`config.mk`:
```
export PLATFORM = sky130hd
export DESIGN_NAME = info_frame_deframer
export DESIGN_NICKNAME = d
export VERILOG_FILES = /design/src/rtl/core/ifd_pkg.sv /design/src/rtl/core/ifd_parser.sv /design/src/rtl/core/ifd_out_queue.sv /design/src/rtl/core/info_frame_deframer.sv
export SDC_FILE = /design/constraint.sdc
export NUM_CORES = 1
export LEC_CHECK = 0
export BUFFER_PORTS_ARGS = -buffer_cell sky130_fd_sc_hd__buf_4
export CORE_UTILIZATION = 50
export CTS_CLUSTER_DIAMETER = 100
export DETAILED_ROUTE_END_ITERATION = 7
export HOLD_SLACK_MARGIN = 0.03
export PLACE_DENSITY = 0.68
export SYNTH_ARGS = -nofsm -noshare
export SYNTH_HDL_FRONTEND = slang
export SYNTH_SLANG_ARGS = --single-unit
```
`constraint.sdc`:
```
create_clock -name clk_i -period 6.5 [get_ports clk_i]
set_clock_uncertainty 0.1 [all_clocks]
set_input_delay 0.65 -clock clk_i [delete_from_list [all_inputs] [get_ports clk_i]]
set_output_delay 0.65 -clock clk_i [all_outputs]
set_load 0.005 [all_outputs]
```
`src/rtl/core/ifd_pkg.sv`:
```
// Package for the info frame deframer: framing constants, FSM and result types.
// No dependencies; used by ifd_parser, ifd_out_queue and info_frame_deframer.
package ifd_pkg;

  // Payload limit and counter widths
  localparam int unsigned MAX_PAYLOAD = 1024;
  localparam int unsigned CNT_W       = $clog2(MAX_PAYLOAD + 1);
  localparam int unsigned FLEN_W      = 11;

  // Output queue geometry (two results per beat at most)
  localparam int unsigned OQ_DEPTH = 4;
  localparam int unsigned OQ_AW    = $clog2(OQ_DEPTH);

  // Line codes
  localparam logic [7:0] FLAG_BYTE = 8'h7E;
  localparam logic [7:0] ESC_BYTE  = 8'h7D;
  localparam logic [7:0] CTRL_I0   = 8'h00;
  localparam logic [7:0] CTRL_I1   = 8'h40;
  localparam logic [7:0] CTRL_DISC = 8'h0B;
  localparam logic [6:0] REPLY_RR  = 7'h05;
  localparam logic [6:0] REPLY_REJ = 7'h01;

  localparam logic [7:0] ADDR_RESET = 8'h03;

  typedef enum logic [2:0] {
    ST_HUNT,
    ST_FLAG,
    ST_ADDR,
    ST_CTRL,
    ST_DATA,
    ST_ESC
  } state_e;

  typedef enum logic [1:0] {
    KIND_DATA,
    KIND_GOOD,
    KIND_BAD,
    KIND_DISC
  } kind_e;

  typedef struct packed {
    kind_e             kind;
    logic [7:0]        data;
    logic [7:0]        reply;
    logic [FLEN_W-1:0] flen;
    logic              last;
  } result_t;

endpackage

```
`src/rtl/core/ifd_parser.sv`:
```
// Frame parser: header check, byte destuffing, BCC2 check, result generation.
// Depends on ifd_pkg. Produces up to two results per processed byte.
module ifd_parser (
  input  logic            clk_i,
  input  logic            rst_ni,
  input  logic            fire_i,
  input  logic [7:0]      byte_i,
  input  logic [7:0]      addr_i,
  output ifd_pkg::result_t res0_o,
  output ifd_pkg::result_t res1_o,
  output logic [1:0]      n_o
);
  import ifd_pkg::*;

  // Payload tracking: held-back byte, running XOR, count, overflow
  typedef struct packed {
    logic [7:0]       held;
    logic             hv;
    logic [7:0]       xs;
    logic [CNT_W-1:0] cnt;
    logic             ov;
  } pay_t;

  // Release the held byte (if any, unless the payload is full) and hold the new one
  function automatic pay_t push_f(input pay_t p, input logic [7:0] b, output logic emit);
    pay_t r;
    r    = p;
    emit = 1'b0;
    if (p.hv) begin
      if (p.cnt >= CNT_W'(MAX_PAYLOAD)) begin
        r.ov = 1'b1;
      end else begin
        emit  = 1'b1;
        r.xs  = p.xs ^ p.held;
        r.cnt = p.cnt + CNT_W'(1);
      end
    end
    r.held = b;
    r.hv   = 1'b1;
    return r;
  endfunction

  state_e     state_q, state_d;
  pay_t       pay_q, pay_d, pay_mid;
  logic       seq_q, seq_d;
  logic       ctrl_q, ctrl_d;
  logic       e1, e2, good;
  result_t    res0, res1;
  logic [1:0] n;

  // State registers, advanced once per processed beat
  always_ff @(posedge clk_i or negedge rst_ni) begin
    if (!rst_ni) begin
      state_q <= ST_HUNT;
      pay_q   <= '0;
      seq_q   <= 1'b1;
      ctrl_q  <= 1'b0;
    end else if (fire_i) begin
      state_q <= state_d;
      pay_q   <= pay_d;
      seq_q   <= seq_d;
      ctrl_q  <= ctrl_d;
    end
  end

  // Next state and results
  always_comb begin
    state_d = state_q;
    pay_d   = pay_q;
    pay_mid = pay_q;
    seq_d   = seq_q;
    ctrl_d  = ctrl_q;
    e1      = 1'b0;
    e2      = 1'b0;
    good    = 1'b0;
    res0    = '0;
    res1    = '0;
    n       = 2'd0;
    unique case (state_q)
      ST_FLAG: begin
        if (byte_i == addr_i) begin
          state_d = ST_ADDR;
        end else if (byte_i != FLAG_BYTE) begin
          state_d = ST_HUNT;
        end
      end
      ST_ADDR: begin
        if (byte_i == CTRL_I0 || byte_i == CTRL_I1) begin
          ctrl_d  = (byte_i == CTRL_I1);
          state_d = ST_CTRL;
        end else if (byte_i == FLAG_BYTE) begin
          state_d = ST_FLAG;
        end else if (byte_i == CTRL_DISC) begin
          res0.kind = KIND_DISC;
          res0.last = 1'b1;
          n         = 2'd1;
          state_d   = ST_HUNT;
        end else begin
          state_d = ST_HUNT;
        end
      end
      ST_CTRL: begin
        if (byte_i == (addr_i ^ (ctrl_q ? CTRL_I1 : CTRL_I0))) begin
          state_d = ST_DATA;
          pay_d   = '0;
        end else if (byte_i == FLAG_BYTE) begin
          state_d = ST_FLAG;
        end else begin
          state_d = ST_HUNT;
        end
      end
      ST_DATA: begin
        if (byte_i == ESC_BYTE) begin
          state_d = ST_ESC;
        end else if (byte_i == FLAG_BYTE) begin
          // Closing flag: held byte is BCC2
          good       = pay_q.hv && !pay_q.ov && (pay_q.held == pay_q.xs);
          res0.kind  = good ? KIND_GOOD : KIND_BAD;
          res0.reply = {seq_q, good ? REPLY_RR : REPLY_REJ};
          res0.flen  = FLEN_W'(pay_q.cnt);
          res0.last  = 1'b1;
          n          = 2'd1;
          if (good) begin
            seq_d = ~seq_q;
          end
          state_d = ST_HUNT;
        end else begin
          pay_d = push_f(pay_q, byte_i, e1);
          if (e1) begin
            res0.kind = KIND_DATA;
            res0.data = pay_q.held;
            res0.last = 1'b1;
            n         = 2'd1;
          end
        end
      end
      ST_ESC: begin
        state_d = ST_DATA;
        // Escape before an ordinary byte keeps the escape itself
        if (byte_i != ESC_BYTE && byte_i != FLAG_BYTE) begin
          pay_mid = push_f(pay_q, ESC_BYTE, e1);
        end
        pay_d = push_f(pay_mid, byte_i, e2);
        if (e1) begin
          res0.kind = KIND_DATA;
          res0.data = pay_q.held;
          if (e2) begin
            res1.kind = KIND_DATA;
            res1.data = pay_mid.held;
            res1.last = 1'b1;
            n         = 2'd2;
          end else begin
            res0.last = 1'b1;
            n         = 2'd1;
          end
        end else if (e2) begin
          res0.kind = KIND_DATA;
          res0.data = pay_mid.held;
          res0.last = 1'b1;
          n         = 2'd1;
        end
      end
      default: begin
        state_d = (byte_i == FLAG_BYTE) ? ST_FLAG : ST_HUNT;
      end
    endcase
  end

  assign res0_o = res0;
  assign res1_o = res1;
  assign n_o    = n;

endmodule

```
`src/rtl/core/ifd_out_queue.sv`:
```
// Result queue: takes zero, one or two results per cycle, delivers one per beat.
// Depends on ifd_pkg.
module ifd_out_queue (
  input  logic             clk_i,
  input  logic             rst_ni,
  input  logic [1:0]       push_n_i,
  input  ifd_pkg::result_t res0_i,
  input  ifd_pkg::result_t res1_i,
  output logic             room_o,
  output logic             valid_o,
  input  logic             ready_i,
  output ifd_pkg::result_t res_o
);
  import ifd_pkg::*;

  result_t          mem_q [OQ_DEPTH];
  logic [OQ_AW-1:0] wp_q, rp_q;
  logic [OQ_AW:0]   cnt_q;
  logic             pop;

  assign pop     = (cnt_q != '0) && ready_i;
  assign valid_o = (cnt_q != '0);
  assign res_o   = mem_q[rp_q];
  // Space for a worst-case beat without looking at the consumer
  assign room_o  = (cnt_q <= (OQ_AW+1)'(OQ_DEPTH - 2));

  // Entry storage
  always_ff @(posedge clk_i) begin
    if (push_n_i != 2'd0) begin
      mem_q[wp_q] <= res0_i;
    end
    if (push_n_i == 2'd2) begin
      mem_q[wp_q + OQ_AW'(1)] <= res1_i;
    end
  end

  // Pointers and fill count
  always_ff @(posedge clk_i or negedge rst_ni) begin
    if (!rst_ni) begin
      wp_q  <= '0;
      rp_q  <= '0;
      cnt_q <= '0;
    end else begin
      wp_q  <= wp_q + OQ_AW'(push_n_i);
      rp_q  <= rp_q + OQ_AW'(pop);
      cnt_q <= cnt_q + (OQ_AW+1)'(push_n_i) - (OQ_AW+1)'(pop);
    end
  end

endmodule

```
`src/rtl/core/info_frame_deframer.sv`:
```
// Info frame deframer top: input register, frame parser, result queue.
// Throughput: one byte per cycle while the result queue has room; a byte that
// yields two results (escape before an ordinary byte) takes two output beats, so the
// result queue sets the sustained rate.
// Reset (rst_ni low, asynchronous): hunting for a flag, sequence bit 1, address 0x03.
module info_frame_deframer (
  input  logic        clk_i,
  input  logic        rst_ni,
  input  logic        cfg_we_i,
  input  logic [7:0]  cfg_wdata_i,       // address_byte
  input  logic        s_axis_tvalid_i,
  output logic        s_axis_tready_o,
  input  logic [7:0]  s_axis_tdata_i,    // [7:0] rx_byte
  output logic        m_axis_tvalid_o,
  input  logic        m_axis_tready_i,
  output logic [31:0] m_axis_tdata_o,    // [7:0] data_byte, [15:8] reply_control,
                                         // [26:16] frame_length, [31:27] zero
  output logic [1:0]  m_axis_tuser_o,    // [1:0] kind
  output logic        m_axis_tlast_o
);
  import ifd_pkg::*;

  logic [7:0] addr_val_q;
  logic       in_valid_q;
  logic [7:0] in_byte_q;
  logic       fire, room, s_acc;
  result_t    res0, res1, res_out;
  logic [1:0] push_n;

  // Address register
  always_ff @(posedge clk_i or negedge rst_ni) begin
    if (!rst_ni) begin
      addr_val_q <= ADDR_RESET;
    end else if (cfg_we_i) begin
      addr_val_q <= cfg_wdata_i;
    end
  end

  // Input register
  assign fire            = in_valid_q && room;
  assign s_axis_tready_o = !in_valid_q || fire;
  assign s_acc           = s_axis_tvalid_i && s_axis_tready_o;

  always_ff @(posedge clk_i or negedge rst_ni) begin
    if (!rst_ni) begin
      in_valid_q <= 1'b0;
    end else if (s_acc) begin
      in_valid_q <= 1'b1;
    end else if (fire) begin
      in_valid_q <= 1'b0;
    end
  end

  always_ff @(posedge clk_i) begin
    if (s_acc) begin
      in_byte_q <= s_axis_tdata_i;
    end
  end

  ifd_parser u_parser (
    .clk_i  (clk_i),
    .rst_ni (rst_ni),
    .fire_i (fire),
    .byte_i (in_byte_q),
    .addr_i (addr_val_q),
    .res0_o (res0),
    .res1_o (res1),
    .n_o    (push_n)
  );

  ifd_out_queue u_queue (
    .clk_i    (clk_i),
    .rst_ni   (rst_ni),
    .push_n_i (fire ? push_n : 2'd0),
    .res0_i   (res0),
    .res1_i   (res1),
    .room_o   (room),
    .valid_o  (m_axis_tvalid_o),
    .ready_i  (m_axis_tready_i),
    .res_o    (res_out)
  );

  // Output packing
  assign m_axis_tdata_o = {5'b0, res_out.flen, res_out.reply, res_out.data};
  assign m_axis_tuser_o = res_out.kind;
  assign m_axis_tlast_o = res_out.last;

endmodule

```
==> results.cfg <==
[timing]
setup_ws_ns = 1.98
layout_min_cycle_time_ns = 4.52
tns_ns = 0
setup_viol_count_final = 0
timing.fmax_mhz = 221
worstMarginPinSlew_ns = 0.914
slew_violations = 0
rsz0062_at_grt = false
hold_viol = 0
relSlewSlack_pct = 38.8
finalCritPeriodShare_pct = 69.6

[route]
wirelength_mm = 20.8
drt-wirelength-per-cell_um = 19.2
vias = 6634
ant_nets = 0
drtIter0Drc = 517
viasPerCell = 6.10
drc_errors = 0
first_pass_iters = 5

[critical_path]
crit_start = in_byte_q[0]
cp-start-kind = flip-flop
path_class = flip-flop to flip-flop
cp.required_ns = 6.49
endpoint_kind = flip-flop
crit_fanout = 19
arrival_ns = 4.51
r2r-start = in_byte_q[0]

[flow_run]
drv_cap = 0

[power_and_ir_drop]
vdd.ir_drop.worst_mv = 0.238
powerDensity_nw_per_um2 = 258
leakage_uw = 0.00317

[cells_and_area]
diodes = 0
syn2layout_area_growth_pct = 11.1
fin_nets = 890
drive_above_1_share_pct = 16.7

[cts]
clock_path_buffers = 2
path_clk_slew_ns = 0.06
clk-insertion-delay-late_ns = 0.43
htreeDepth = 4
cts-root-buf = clkbuf_16
cts-resized-gates = 0
cts_tree = done
clock-sinks = 158
postCtsSetupBuffers = 0
cts_buffers = 17
ctsHoldBuffers = 0

[global_route]
grt_pass1_wl_mm = 34.2
grt.overflow.total = 0
grtUsageTotal_pct = 25.2
antenna_found_initial = 0
grt_max_degree = 51
grt_pass1_vias = 6350

[logic_synthesis]
synth_area_sq_um = 8370
netlist_top_cells_area = edfxtp_1 16%, dfxtp_1 15%, dfrtp_1 14%, mux4_2 6.7%, o21ai_1 5.4%
yosysTopAreaCell = edfxtp_1
synth.distinct_cells = 80
yosysWarnings = 0
synth_commonest_cells = 91 x o21ai_1, 82 x nand3_1, 81 x nand2_1
yosysSeqAreaShare_pct = 46.1
synth_top_area_share_pct = 15.8
ys_async_sr_fraction_pct = 31.6
yosysMostFrequentCell = o21ai_1
synth_edf_count = 44
avgSynthCellArea_sq_um = 9.76
ys_ff_latch = 158
syn_inst = 858
synth_ff_type = dfxtp_1

[die]
die_y_um = 131
dieArea_sq_um = 17300
core_area_sq_um = 16100
die_w_um = 131
ios = 58
initial_core_util_pct = 52.0
rows = 46

[placed_design]
post-place-ws_ns = 2.05
gp_congestion = 0.894
numPortBuffers = 47
hpwl_mm = 14.6

[status]
outcome = finished clean

[worst_hold_path]
hold_class = primary input to asynchronous set/reset pin
-- cell families after synthesis --
logic type	share of synthesized area, %
buffers and inverters	5.20
muxes	8.19
adders and majority gates	1.58
DFF	46.1
xor gates and xnor gates	4.06
other	0.0448
and+or+nand+nor	17.8
AOI/OAI and AO/OA	17.0
-- where the power goes --
group          total (uW)  switching, uW  internal, uW
clock                 942            441           500
sequential           1100           43.7          1050
combinational         359            209           150
-- per-stage QoR --
step           hold WS [ns]  total power (uW)  utilization, %  cell area [sq um]  cells
3_3_place_gp          0.344              1460            54.2               8740   1056
6_report              0.159              2400            57.7               9300   1088
5_1_grt               0.211              2500            57.7               9300   1088
4_1_cts               0.186              2420            57.7               9300   1088
2_1_floorplan         0.254              1380               -               8410    867
3_5_place_dp          0.350              1480            54.2               8740   1056
-- state kept, by name, indices dropped and copies added (netlist names) --
signal	count
u_parser.pay_q	29
u_parser.state_q	3
u_queue.wp_q	2
u_queue.mem_q	100
u_parser.seq_q	1
u_queue.cnt_q	3
in_valid_q	1
u_parser.ctrl_q	1
u_queue.rp_q	2
addr_val_q	8
in_byte_q	8
-- critical path: stages (launching register included) --
cell	delay, ns
edfxtp_1	0.58
xor2_1	0.28
nand3_1	0.60
a21boi_0	0.62
ha_1	0.35
nor3b_2	0.41
nand3_1	0.66
nand2_1	0.57
-- cell usage in the layout (no fill, tap or decap), types with 17 or more instances in the layout --
| cell | synthesis | final |
|---|---|---|
| xnor2_1 | 30 | 30 |
| nand3_1 | 82 | 82 |
| dfxtp_1 | 64 | 64 |
| mux4_2 | 25 | 25 |
| a21oi_1 | 24 | 24 |
| buf_4 | 11 | 55 |
| dfrtp_1 | 47 | 47 |
| nand2_1 | 81 | 81 |
| o21ai_0 | 27 | 27 |
| edfxtp_1 | 44 | 44 |
| clkbuf_16 | 0 | 17 |
| nor2_1 | 55 | 55 |
| o21ai_1 | 91 | 91 |
-- final cells by class --
class	instances	area, sq um
clock inverter	15	131
tap	216	270
fill	1399	6820
timing repair buffer	55	413
sequential	158	3860
inverter	12	45.0
multi-input combinational	615	4160
clock buffer	17	425
-- worst paths after layout --
kind / end / slack (ns) / depth (start not counted)
worst max-delay path: u_queue.mem_q[0][27] / 1.98 / 7
worst min-delay path: addr_val_q[4] / 0.16 / 1
worst max register to register: u_queue.mem_q[0][27] / 1.98 / 7
worst min register to register: u_queue.mem_q[2][7] / 0.36 / 2
max in group asynchronous: u_parser.pay_q[3] / 5.67 / 1
min in group clk_i: in_byte_q[2] / 0.29 / 1
-- metal layers --
layer	wire [um]	vias to the layer above	GRT usage, %
li1	-	3137	-
met1	9260	3230	34.5
met2	10000	241	40.4
met3	1240	26	4.98
met4	285	0	7.69
met5	0	-	0
Power figures use the tool's default switching activity.
